<file path="src/rtl/sha_pkg.sv">
// Package for the SHA-256 digest engine: round constants, initial hash values,
// round functions and the controller/datapath command and status types.
// No dependencies.
`timescale 1ns / 1ps
`default_nettype none
package sha_pkg;

    localparam int unsigned WordW    = 32;
    localparam int unsigned BlkWords = 16;
    localparam int unsigned Rounds   = 64;
    localparam logic [7:0]  PadByte  = 8'h80;

    typedef struct packed {
        logic       put_byte;
        logic       pad_sel;
        logic       count_byte;
        logic       start;
        logic       round;
        logic [5:0] round_idx;
        logic       finish;
        logic       write_len;
        logic       restart;
        logic [2:0] out_idx;
    } sha_cmd_t;

    typedef struct packed {
        logic [5:0] pos;
    } sha_stat_t;

    function automatic logic [31:0] init_hash(input logic [2:0] i);
        logic [31:0] r;
        case (i)
            3'd0: r = 32'h6a09e667;
            3'd1: r = 32'hbb67ae85;
            3'd2: r = 32'h3c6ef372;
            3'd3: r = 32'ha54ff53a;
            3'd4: r = 32'h510e527f;
            3'd5: r = 32'h9b05688c;
            3'd6: r = 32'h1f83d9ab;
            default: r = 32'h5be0cd19;
        endcase
        return r;
    endfunction

    function automatic logic [31:0] round_k(input logic [5:0] t);
        logic [31:0] r;
        case (t)
            6'd0:  r = 32'h428a2f98; 6'd1:  r = 32'h71374491;
            6'd2:  r = 32'hb5c0fbcf; 6'd3:  r = 32'he9b5dba5;
            6'd4:  r = 32'h3956c25b; 6'd5:  r = 32'h59f111f1;
            6'd6:  r = 32'h923f82a4; 6'd7:  r = 32'hab1c5ed5;
            6'd8:  r = 32'hd807aa98; 6'd9:  r = 32'h12835b01;
            6'd10: r = 32'h243185be; 6'd11: r = 32'h550c7dc3;
            6'd12: r = 32'h72be5d74; 6'd13: r = 32'h80deb1fe;
            6'd14: r = 32'h9bdc06a7; 6'd15: r = 32'hc19bf174;
            6'd16: r = 32'he49b69c1; 6'd17: r = 32'hefbe4786;
            6'd18: r = 32'h0fc19dc6; 6'd19: r = 32'h240ca1cc;
            6'd20: r = 32'h2de92c6f; 6'd21: r = 32'h4a7484aa;
            6'd22: r = 32'h5cb0a9dc; 6'd23: r = 32'h76f988da;
            6'd24: r = 32'h983e5152; 6'd25: r = 32'ha831c66d;
            6'd26: r = 32'hb00327c8; 6'd27: r = 32'hbf597fc7;
            6'd28: r = 32'hc6e00bf3; 6'd29: r = 32'hd5a79147;
            6'd30: r = 32'h06ca6351; 6'd31: r = 32'h14292967;
            6'd32: r = 32'h27b70a85; 6'd33: r = 32'h2e1b2138;
            6'd34: r = 32'h4d2c6dfc; 6'd35: r = 32'h53380d13;
            6'd36: r = 32'h650a7354; 6'd37: r = 32'h766a0abb;
            6'd38: r = 32'h81c2c92e; 6'd39: r = 32'h92722c85;
            6'd40: r = 32'ha2bfe8a1; 6'd41: r = 32'ha81a664b;
            6'd42: r = 32'hc24b8b70; 6'd43: r = 32'hc76c51a3;
            6'd44: r = 32'hd192e819; 6'd45: r = 32'hd6990624;
            6'd46: r = 32'hf40e3585; 6'd47: r = 32'h106aa070;
            6'd48: r = 32'h19a4c116; 6'd49: r = 32'h1e376c08;
            6'd50: r = 32'h2748774c; 6'd51: r = 32'h34b0bcb5;
            6'd52: r = 32'h391c0cb3; 6'd53: r = 32'h4ed8aa4a;
            6'd54: r = 32'h5b9cca4f; 6'd55: r = 32'h682e6ff3;
            6'd56: r = 32'h748f82ee; 6'd57: r = 32'h78a5636f;
            6'd58: r = 32'h84c87814; 6'd59: r = 32'h8cc70208;
            6'd60: r = 32'h90befffa; 6'd61: r = 32'ha4506ceb;
            6'd62: r = 32'hbef9a3f7; default: r = 32'hc67178f2;
        endcase
        return r;
    endfunction

    function automatic logic [31:0] ror(input logic [31:0] v, input int unsigned n);
        return (v >> n) | (v << (32 - n));
    endfunction

    function automatic logic [31:0] big_s0(input logic [31:0] x);
        return ror(x, 2) ^ ror(x, 13) ^ ror(x, 22);
    endfunction

    function automatic logic [31:0] big_s1(input logic [31:0] x);
        return ror(x, 6) ^ ror(x, 11) ^ ror(x, 25);
    endfunction

    function automatic logic [31:0] sml_s0(input logic [31:0] x);
        return ror(x, 7) ^ ror(x, 18) ^ (x >> 3);
    endfunction

    function automatic logic [31:0] sml_s1(input logic [31:0] x);
        return ror(x, 17) ^ ror(x, 19) ^ (x >> 10);
    endfunction

endpackage
`default_nettype wire

</file>
<file path="src/rtl/sha_if.sv">
// Valid/ready channel interfaces for message bytes and digest words.
// No dependencies.
`timescale 1ns / 1ps
`default_nettype none
interface sha_in_if;
    logic       valid;
    logic       ready;
    logic [7:0] message_byte;
    logic       byte_present;
    logic       end_of_message;
    modport source (output valid, message_byte, byte_present, end_of_message, input ready);
    modport sink (input valid, message_byte, byte_present, end_of_message, output ready);
endinterface

interface sha_out_if;
    logic        valid;
    logic        ready;
    logic [31:0] digest_word;
    logic [2:0]  word_index;
    logic        last_word;
    modport source (output valid, digest_word, word_index, last_word, input ready);
    modport sink (input valid, digest_word, word_index, last_word, output ready);
endinterface
`default_nettype wire

</file>
<file path="src/rtl/sha256_digest.sv">
// Streaming SHA-256 engine: one message byte per input beat, eight digest
// words per message. Usage:
//   msg channel: message_byte with byte_present; end_of_message closes the
//   message (byte_present=0 with end_of_message=1 is an empty end marker).
//   digest channel: eight beats, word_index 0..7, last_word on the eighth.
// Input: a byte beat is taken only while the engine is idle; the beat that
// fills a 64-byte block is followed by a busy compression (load, 64 rounds
// of the one round unit, chain update) before the next beat is taken.
// End of message: a pad step, an extra compression when 8 or fewer byte
// slots remained before the pad byte, a length step, a final compression,
// then the digest.
// The digest waits while the receiver stalls; no input is taken until all
// eight words are delivered, after which the engine is back at the initial
// hash values. Reset returns to the initial hash values, empty message.
// Depends on sha_pkg, sha_if, sha_ctrl, sha_dp.
`timescale 1ns / 1ps
`default_nettype none
module sha256_digest
    import sha_pkg::*;
(
    input  wire       clk,
    input  wire       rst_n,
    sha_in_if.sink    msg,
    sha_out_if.source digest
);

    sha_cmd_t    cmd;
    sha_stat_t   stat;
    logic [31:0] word;

    sha_ctrl u_ctrl (
        .clk            (clk),
        .rst_n          (rst_n),
        .in_valid       (msg.valid),
        .byte_present   (msg.byte_present),
        .end_of_message (msg.end_of_message),
        .in_ready       (msg.ready),
        .out_valid      (digest.valid),
        .out_ready      (digest.ready),
        .cmd            (cmd),
        .stat           (stat)
    );

    sha_dp u_dp (
        .clk     (clk),
        .rst_n   (rst_n),
        .cmd     (cmd),
        .in_byte (msg.message_byte),
        .stat    (stat),
        .digest  (word)
    );

    assign digest.digest_word = word;
    assign digest.word_index  = cmd.out_idx;
    assign digest.last_word   = (cmd.out_idx == 3'd7);

endmodule
`default_nettype wire

</file>
<file path="src/rtl/sha_dp.sv">
// Datapath of the SHA-256 engine: block buffer, schedule window, working
// variables, chain words and bit count. Depends on sha_pkg.
`timescale 1ns / 1ps
`default_nettype none
module sha_dp
    import sha_pkg::*;
(
    input  wire               clk,
    input  wire               rst_n,
    input  sha_cmd_t          cmd,
    input  wire  [7:0]        in_byte,
    output sha_stat_t         stat,
    output logic [31:0]       digest
);

    logic [31:0] block_reg [BlkWords];
    logic [31:0] win_reg   [BlkWords];
    logic [31:0] var_reg   [8];
    logic [31:0] chain_reg [8];
    logic [63:0] count_reg;
    logic [5:0]  pos_reg;

    logic [7:0]  byte_val;
    logic [31:0] w_new, t1, t2;

    assign byte_val = cmd.pad_sel ? PadByte : in_byte;
    assign w_new = sml_s1(win_reg[14]) + win_reg[9] + sml_s0(win_reg[1]) + win_reg[0];
    assign t1 = var_reg[7] + big_s1(var_reg[4])
              + ((var_reg[4] & var_reg[5]) ^ (~var_reg[4] & var_reg[6]))
              + round_k(cmd.round_idx) + win_reg[0];
    assign t2 = big_s0(var_reg[0])
              + ((var_reg[0] & var_reg[1]) ^ (var_reg[0] & var_reg[2])
                 ^ (var_reg[1] & var_reg[2]));

    assign stat.pos = pos_reg;
    assign digest   = chain_reg[cmd.out_idx];

    always_ff @(posedge clk or negedge rst_n)
    begin
        if (!rst_n)
        begin
            count_reg <= '0;
            pos_reg   <= '0;
            for (int i = 0; i < 8; i++)
            begin
                chain_reg[i] <= init_hash(3'(i));
            end
            for (int i = 0; i < BlkWords; i++)
            begin
                block_reg[i] <= '0;
            end
        end
        else
        begin
            if (cmd.count_byte)
            begin
                count_reg <= count_reg + 64'd8;
            end
            if (cmd.put_byte)
            begin
                for (int i = 0; i < BlkWords; i++)
                begin
                    for (int j = 0; j < 4; j++)
                    begin
                        if (pos_reg == 6'(i * 4 + j))
                        begin
                            block_reg[i][(3 - j) * 8 +: 8] <= byte_val;
                        end
                    end
                end
                pos_reg <= pos_reg + 6'd1;
            end
            if (cmd.write_len)
            begin
                block_reg[14] <= count_reg[63:32];
                block_reg[15] <= count_reg[31:0];
            end
            if (cmd.start)
            begin
                pos_reg <= '0;
                for (int i = 0; i < BlkWords; i++)
                begin
                    block_reg[i] <= '0;
                end
            end
            if (cmd.finish)
            begin
                for (int i = 0; i < 8; i++)
                begin
                    chain_reg[i] <= chain_reg[i] + var_reg[i];
                end
            end
            if (cmd.restart)
            begin
                count_reg <= '0;
                pos_reg   <= '0;
                for (int i = 0; i < 8; i++)
                begin
                    chain_reg[i] <= init_hash(3'(i));
                end
            end
        end
    end

    always_ff @(posedge clk)
    begin
        if (cmd.start)
        begin
            for (int i = 0; i < BlkWords; i++)
            begin
                win_reg[i] <= block_reg[i];
            end
            for (int i = 0; i < 8; i++)
            begin
                var_reg[i] <= chain_reg[i];
            end
        end
        else if (cmd.round)
        begin
            for (int i = 0; i < BlkWords - 1; i++)
            begin
                win_reg[i] <= win_reg[i + 1];
            end
            win_reg[BlkWords - 1] <= w_new;
            var_reg[7] <= var_reg[6];
            var_reg[6] <= var_reg[5];
            var_reg[5] <= var_reg[4];
            var_reg[4] <= var_reg[3] + t1;
            var_reg[3] <= var_reg[2];
            var_reg[2] <= var_reg[1];
            var_reg[1] <= var_reg[0];
            var_reg[0] <= t1 + t2;
        end
    end

endmodule
`default_nettype wire

</file>
<file path="src/rtl/sha_ctrl.sv">
// Controller of the SHA-256 engine: sequences byte loads, padding, rounds
// and digest output. Depends on sha_pkg.
`timescale 1ns / 1ps
`default_nettype none
module sha_ctrl
    import sha_pkg::*;
(
    input  wire        clk,
    input  wire        rst_n,
    input  wire        in_valid,
    input  wire        byte_present,
    input  wire        end_of_message,
    output logic       in_ready,
    output logic       out_valid,
    input  wire        out_ready,
    output sha_cmd_t   cmd,
    input  sha_stat_t  stat
);

    localparam logic [2:0] S_IDLE  = 3'd0;
    localparam logic [2:0] S_PAD   = 3'd1;
    localparam logic [2:0] S_LEN   = 3'd2;
    localparam logic [2:0] S_START = 3'd3;
    localparam logic [2:0] S_RND   = 3'd4;
    localparam logic [2:0] S_FIN   = 3'd5;
    localparam logic [2:0] S_OUT   = 3'd6;

    logic [2:0] state_reg, state_next;
    logic [2:0] ret_reg, ret_next;
    logic [5:0] rnd_reg, rnd_next;
    logic [2:0] idx_reg, idx_next;
    logic       in_fire, out_fire;

    assign in_ready  = (state_reg == S_IDLE);
    assign out_valid = (state_reg == S_OUT);
    assign in_fire   = in_valid && in_ready;
    assign out_fire  = out_valid && out_ready;

    always_comb
    begin
        state_next = state_reg;
        ret_next   = ret_reg;
        rnd_next   = rnd_reg;
        idx_next   = idx_reg;
        cmd        = '0;
        cmd.round_idx = rnd_reg;
        cmd.out_idx   = idx_reg;
        unique case (state_reg)
            S_IDLE:
            begin
                if (in_fire)
                begin
                    cmd.put_byte   = byte_present;
                    cmd.count_byte = byte_present;
                    if (byte_present && stat.pos == 6'd63)
                    begin
                        state_next = S_START;
                        ret_next   = end_of_message ? S_PAD : S_IDLE;
                    end
                    else if (end_of_message)
                    begin
                        state_next = S_PAD;
                    end
                end
            end
            S_PAD:
            begin
                cmd.put_byte = 1'b1;
                cmd.pad_sel  = 1'b1;
                if (stat.pos >= 6'd56)
                begin
                    state_next = S_START;
                    ret_next   = S_LEN;
                end
                else
                begin
                    state_next = S_LEN;
                end
            end
            S_LEN:
            begin
                cmd.write_len = 1'b1;
                state_next    = S_START;
                ret_next      = S_OUT;
            end
            S_START:
            begin
                cmd.start  = 1'b1;
                rnd_next   = '0;
                state_next = S_RND;
            end
            S_RND:
            begin
                cmd.round = 1'b1;
                rnd_next  = rnd_reg + 6'd1;
                if (rnd_reg == 6'(Rounds - 1))
                begin
                    state_next = S_FIN;
                end
            end
            S_FIN:
            begin
                cmd.finish = 1'b1;
                idx_next   = '0;
                state_next = ret_reg;
            end
            S_OUT:
            begin
                if (out_fire)
                begin
                    idx_next = idx_reg + 3'd1;
                    if (idx_reg == 3'd7)
                    begin
                        cmd.restart = 1'b1;
                        state_next  = S_IDLE;
                    end
                end
            end
            default:
            begin
                state_next = S_IDLE;
            end
        endcase
    end

    always_ff @(posedge clk or negedge rst_n)
    begin
        if (!rst_n)
        begin
            state_reg <= S_IDLE;
            ret_reg   <= S_IDLE;
            rnd_reg   <= '0;
            idx_reg   <= '0;
        end
        else
        begin
            state_reg <= state_next;
            ret_reg   <= ret_next;
            rnd_reg   <= rnd_next;
            idx_reg   <= idx_next;
        end
    end

`ifndef SYNTH
    a_no_overlap: assert property (@(posedge clk) disable iff (!rst_n)
        !(in_ready && out_valid)) else $error("input open while digest pending");
    a_round_busy: assert property (@(posedge clk) disable iff (!rst_n)
        cmd.round |-> !in_ready) else $error("input open during rounds");
    a_last_idle: assert property (@(posedge clk) disable iff (!rst_n)
        (out_fire && idx_reg == 3'd7) |=> (in_ready && idx_reg == 3'd0))
        else $error("engine not idle after last word");
    a_fin_after_rnd: assert property (@(posedge clk) disable iff (!rst_n)
        cmd.finish |-> $past(cmd.round)) else $error("finish without rounds");
`endif

endmodule
`default_nettype wire

</file>
<file path="src/flat_wrapper.sv">
// flat-port wrapper written by rule: the top's interface ports become plain ports
module sha256_digest_flat import sha_pkg::*;
  (clk, rst_n, msg_valid, msg_message_byte, msg_byte_present, msg_end_of_message, msg_ready, digest_valid, digest_digest_word, digest_word_index, digest_last_word, digest_ready);
  sha_in_if msg_i ();
  sha_out_if digest_i ();
  input  wire clk;
  input  wire rst_n;
  input wire logic [$bits(msg_i.valid)-1:0] msg_valid;
  input wire logic [$bits(msg_i.message_byte)-1:0] msg_message_byte;
  input wire logic [$bits(msg_i.byte_present)-1:0] msg_byte_present;
  input wire logic [$bits(msg_i.end_of_message)-1:0] msg_end_of_message;
  output wire logic [$bits(msg_i.ready)-1:0] msg_ready;
  output wire logic [$bits(digest_i.valid)-1:0] digest_valid;
  output wire logic [$bits(digest_i.digest_word)-1:0] digest_digest_word;
  output wire logic [$bits(digest_i.word_index)-1:0] digest_word_index;
  output wire logic [$bits(digest_i.last_word)-1:0] digest_last_word;
  input wire logic [$bits(digest_i.ready)-1:0] digest_ready;
  assign msg_i.valid = msg_valid;
  assign msg_i.message_byte = msg_message_byte;
  assign msg_i.byte_present = msg_byte_present;
  assign msg_i.end_of_message = msg_end_of_message;
  assign msg_ready = msg_i.ready;
  assign digest_valid = digest_i.valid;
  assign digest_digest_word = digest_i.digest_word;
  assign digest_word_index = digest_i.word_index;
  assign digest_last_word = digest_i.last_word;
  assign digest_i.ready = digest_ready;
  sha256_digest u_core (.clk(clk), .rst_n(rst_n), .msg(msg_i), .digest(digest_i));
endmodule
</file>
<file path="config.mk">
export PLATFORM = sky130hd
export DESIGN_NAME = sha256_digest_flat
export DESIGN_NICKNAME = d
export VERILOG_FILES = /design/src/rtl/sha_pkg.sv /design/src/rtl/sha_if.sv /design/src/rtl/sha256_digest.sv /design/src/rtl/sha_dp.sv /design/src/rtl/sha_ctrl.sv /design/src/flat_wrapper.sv
export SDC_FILE = /design/constraint.sdc
export NUM_CORES = 2
export LEC_CHECK = 0
export BUFFER_PORTS_ARGS = -buffer_cell sky130_fd_sc_hd__buf_2
export CORE_MARGIN = 10
export CORE_UTILIZATION = 40
export CTS_BUF_LIST = sky130_fd_sc_hd__clkbuf_16
export DETAILED_ROUTE_END_ITERATION = 8
export HOLD_SLACK_MARGIN = 0.08
export PLACE_DENSITY = 0.5
export REMOVE_ABC_BUFFERS = 1
export SYNTH_ARGS = -nofsm -noshare
export SYNTH_HDL_FRONTEND = slang
export SYNTH_SLANG_ARGS = --single-unit
</file>
<file path="constraint.sdc">
create_clock -name clk -period 20.2 [get_ports clk]
set_input_delay 1.01 -clock clk [delete_from_list [all_inputs] [get_ports clk]]
set_output_delay 1.01 -clock clk [all_outputs]
set_load 0.01 [all_outputs]
</file>
==> impl_metrics.env <==
export IMPL_synth_seq_cells=1618
export IMPL_vias=74750
export IMPL_post_drt_wl_per_cell_um=25.99
export IMPL_min_period_over_period_pct=52.88
export IMPL_ys_top_cells_by_area="edfxtp_1, dfrtp_1, nand2_1"
export IMPL_max_cap_violations=0
export IMPL_cts_repair_resized=0
export IMPL_dp_hpwl_um=241700
export IMPL_io_buffers=51
export IMPL_synth_ff_type="edfxtp_1"
export IMPL_syn_to_final_growth_pct=9.500
export IMPL_finalHoldViolations=0
export IMPL_hold_buffers=0
export IMPL_ios=52
export IMPL_clkPwrFrac_pct=48.7
export IMPL_core_area_um2=235600
export IMPL_gp_congestion=0.9533
export IMPL_synth_compound_area_share_pct=13.62
export IMPL_fin_hold_ws_ns=0.06385
export IMPL_total_power_uw=6837
export IMPL_ff2ff_setup_slack_ns=9.52
export IMPL_synthSimpleGateAreaFrac_pct=18.13
export IMPL_seq_power_share_pct=50.2
export IMPL_synth_avg_cell_area_um2=9.324
export IMPL_slowest_stage="nor2_1"
export IMPL_ys_seq_area_share_pct=46.88
export IMPL_syn_inst=10180
export IMPL_drc=0
export IMPL_yosysWarnings=0
export IMPL_start_util_pct=40.29
export IMPL_drive_gt1_share_pct=7.321
export IMPL_post_cts_buffers=0
export IMPL_tns_ns=0
export IMPL_p_sw_uw=1578
export IMPL_setup_viol=0
export IMPL_required_ns=20.74
export IMPL_yosys_area_top_type="edfxtp_1"
export IMPL_die_area_um2=257200
export IMPL_worstPathArrival_ns=11.22
export IMPL_synth_fa_ha_area_share_pct=9.427
export IMPL_crit_path_end_kind="flop"
export IMPL_cts_max_level=4
export IMPL_drtIter0Drc=7003
export IMPL_period_needed_ns=10.68
export IMPL_slew_viol_final=0
export IMPL_dr_pass1_iters=6
export IMPL_p_sw_share_pct=23.08
export IMPL_grt_antenna_before_repair=7
export IMPL_outcome="completed"
export IMPL_p_leak_uw=0.04569
export IMPL_max_slew_margin_pct=15.04
export IMPL_clock_fmax_mhz=93.62
export IMPL_grt_max_degree=197
export IMPL_peakVddDrop_uv=70.78
export IMPL_cpPeakStageDelay_ns=0.61
export IMPL_hold_path_class="primary input to async pin"
export IMPL_cp_max_fo=25
export IMPL_clock_tree_buffer_depth=3
export IMPL_r2r_end="u_core.u_dp.var_reg[0][31]$_DFFE_PP_"
export IMPL_worstMarginPinSlew_ns=1.274
export IMPL_num_rows=178
export IMPL_cts_tree="yes"
export IMPL_grt_pass1_vias=73270
export IMPL_cts_root_buf="clkbuf_16"
export IMPL_p_comb_share_pct=1.1
export IMPL_die_h_um=507.1
export IMPL_grt_usage_pct=26.06
export IMPL_p_int_uw=5259
export IMPL_fillers=23060
export IMPL_yosys_cell_types_count=88
export IMPL_worstSkewPairLatency_ns=0.90
export IMPL_reg2reg_depth=37
export IMPL_synth_area_mux_share_pct=2.649
export IMPL_numCtsBuffers=188
export IMPL_fin_ws_ns=9.518
export IMPL_overflow=0
export IMPL_totalWireLength_um=344600
export IMPL_crit_top_cell="fa_1"
export IMPL_placed_cell_area_um2=97990
export IMPL_cts_clk_slew_worst_paths_ns=0.06
export IMPL_path_class="flop to flop"
export IMPL_via_per_inst=5.637
export IMPL_pre_cts_slack_ns=9.608
export IMPL_clkSinkCount=1618
export IMPL_clock_skew_ns=0.09589
export IMPL_synth_top_cell_area_share_pct=24.30
export IMPL_powerDensity_nw_per_um2=65.78
export IMPL_chipWidth_um=507.1
export IMPL_regToRegStartpoint="u_core.u_ctrl.rnd_reg[0]$_DFFE_PN0P_"
export IMPL_synth_top_family_by_area="simple AND/OR/NAND/NOR gates"
export IMPL_final_antenna_net_count=0
export IMPL_synth_edf_count=768
export IMPL_rsz0062_at_grt="no"
export IMPL_async_flop_share_pct=52.53
export IMPL_grt_pass1_wl_um=505700
export IMPL_cp_start_kind="flop"
export IMPL_design_area_um2=103900
export IMPL_synth_xor_area_share_pct=5.527
export IMPL_syn_area_um2=94920
export IMPL_final_nets=10550
-- stage by stage --
stage / cells / utilization, %
after global placement: 12900 / 41.59
after global routing: 13260 / 44.11
after CTS: 13260 / 44.11
after detailed placement: 12900 / 41.59
final: 13260 / 44.11
after floorplan: 9585 / -
-- cells by family (layout without fill, tap and decap cells) --
| group | Yosys count | in the layout |
|---|---|---|
| buf+inv | 942 | 869 |
| flops | 1618 | 1618 |
| mux | 153 | 153 |
| other cells | 0 | 3 |
| simple gates | 4065 | 4065 |
| xor+xnor | 599 | 599 |
| compound gates | 2205 | 2205 |
| fa+ha+maj | 599 | 599 |
-- cells in the final DEF (no fill, tap or decap), drive strengths merged, types with 32 or more instances in the layout --
cell	Yosys	final
edfxtp	768	768
nor2b	47	47
xor2	229	229
o211ai	45	45
nand2b	59	59
clkbuf	502	189
o21ai	978	978
dfstp	136	136
a31oi	39	39
a21oi	546	546
nand2	2545	2545
o21bai	42	42
mux2	56	56
or3	48	48
mux4	73	73
nand3	625	625
ha	400	400
xnor2	370	370
inv	341	410
clkinv	5	92
nor3	98	98
dfrtp	714	714
o21a	60	60
a21o	190	190
buf	94	166
nor2	437	437
fa	195	195
a211oi	56	56
o31ai	42	42
nand4	32	32
and3	81	81
-- metal layers --
metal,global-route usage (%),vias up,share of wire (%)
li1,-,34750,-
met1,33.99,37330,42
met2,44.24,2119,49
met3,3.050,548,4.6
met4,10.26,4,4.5
met5,0,-,0.0099
-- power groups by stage --
stage | clock network, uW | registers (uW) | logic [uW]
2_1_floorplan | 0 | 3490 | 10.8
3_3_place_gp | 0 | 3490 | 82.0
3_5_place_dp | 0 | 3490 | 82.0
4_1_cts | 3400 | 3430 | 81.9
5_1_grt | 3530 | 3430 | 86.1
6_report | 3330 | 3430 | 78.2
-- cell type report --
type	instances	area [um^2]	share of cell area [%]
flip-flops and latches	1618	44520	42.83
multi-input cells	7621	47010	45.23
clock inverters	168	1216	1.170
diodes	3	7.507	0.007222
clock buffers	189	4730	4.550
repair buffers	166	1216	1.170
well taps	3150	3941	3.792
inverters	346	1306	1.257
-- worst max path at each step --
stage	start	end	depth (start not counted)
global route	u_core.u_ctrl.rnd_reg[0]$_DFFE_PN0P_	u_core.u_dp.var_reg[0][31]$_DFFE_PP_	36
global placement	u_core.u_ctrl.rnd_reg[0]$_DFFE_PN0P_	u_core.u_dp.var_reg[0][31]$_DFFE_PP_	36
detailed placement	u_core.u_ctrl.rnd_reg[1]$_DFFE_PN0P_	u_core.u_dp.var_reg[0][31]$_DFFE_PP_	35
floorplan	u_core.u_ctrl.state_reg[2]$_DFFE_PN0P_	u_core.u_ctrl.rnd_reg[4]$_DFFE_PN0P_	5
CTS	u_core.u_ctrl.rnd_reg[1]$_DFFE_PN0P_	u_core.u_dp.var_reg[0][31]$_DFFE_PP_	35
finish	u_core.u_ctrl.rnd_reg[0]$_DFFE_PN0P_	u_core.u_dp.var_reg[0][31]$_DFFE_PP_	37
-- worst max-delay path, delay by kind of cell (launching register included) --
kind / cells / cell delay, ns
AO/OA/AOI/OAI: 17 / 4.15
adder cells (fa/ha/maj): 8 / 3.55
buffers and inverters: 6 / 1.09
AND/OR/NAND/NOR: 4 / 0.88
XOR/XNOR: 2 / 0.39
flip-flops: 1 / 0.32
-- cell usage after synthesis (18+ instances only) --
master / number
nor2_1: 436
o21bai_1: 42
o311ai_0: 19
nand2_1: 2544
fa_1: 195
nand4_1: 31
o21ai_0: 978
o21a_1: 60
or3_1: 48
a211oi_1: 56
edfxtp_1: 768
mux2_2: 56
a311oi_1: 18
o22ai_1: 19
o211ai_1: 45
nor3_1: 98
mux2i_1: 24
nand2b_1: 59
buf_1: 84
a21boi_0: 19
dfstp_2: 136
a21oi_1: 546
and3_1: 79
a21o_1: 190
mux4_2: 73
clkbuf_1: 502
o31ai_1: 42
dfrtp_1: 714
and2_1: 29
nor2b_1: 47
xor2_1: 229
a31oi_1: 39
nand3_1: 625
ha_1: 400
xnor2_1: 370
inv_1: 340
Note: power is estimated with default switching activity, not from simulation.
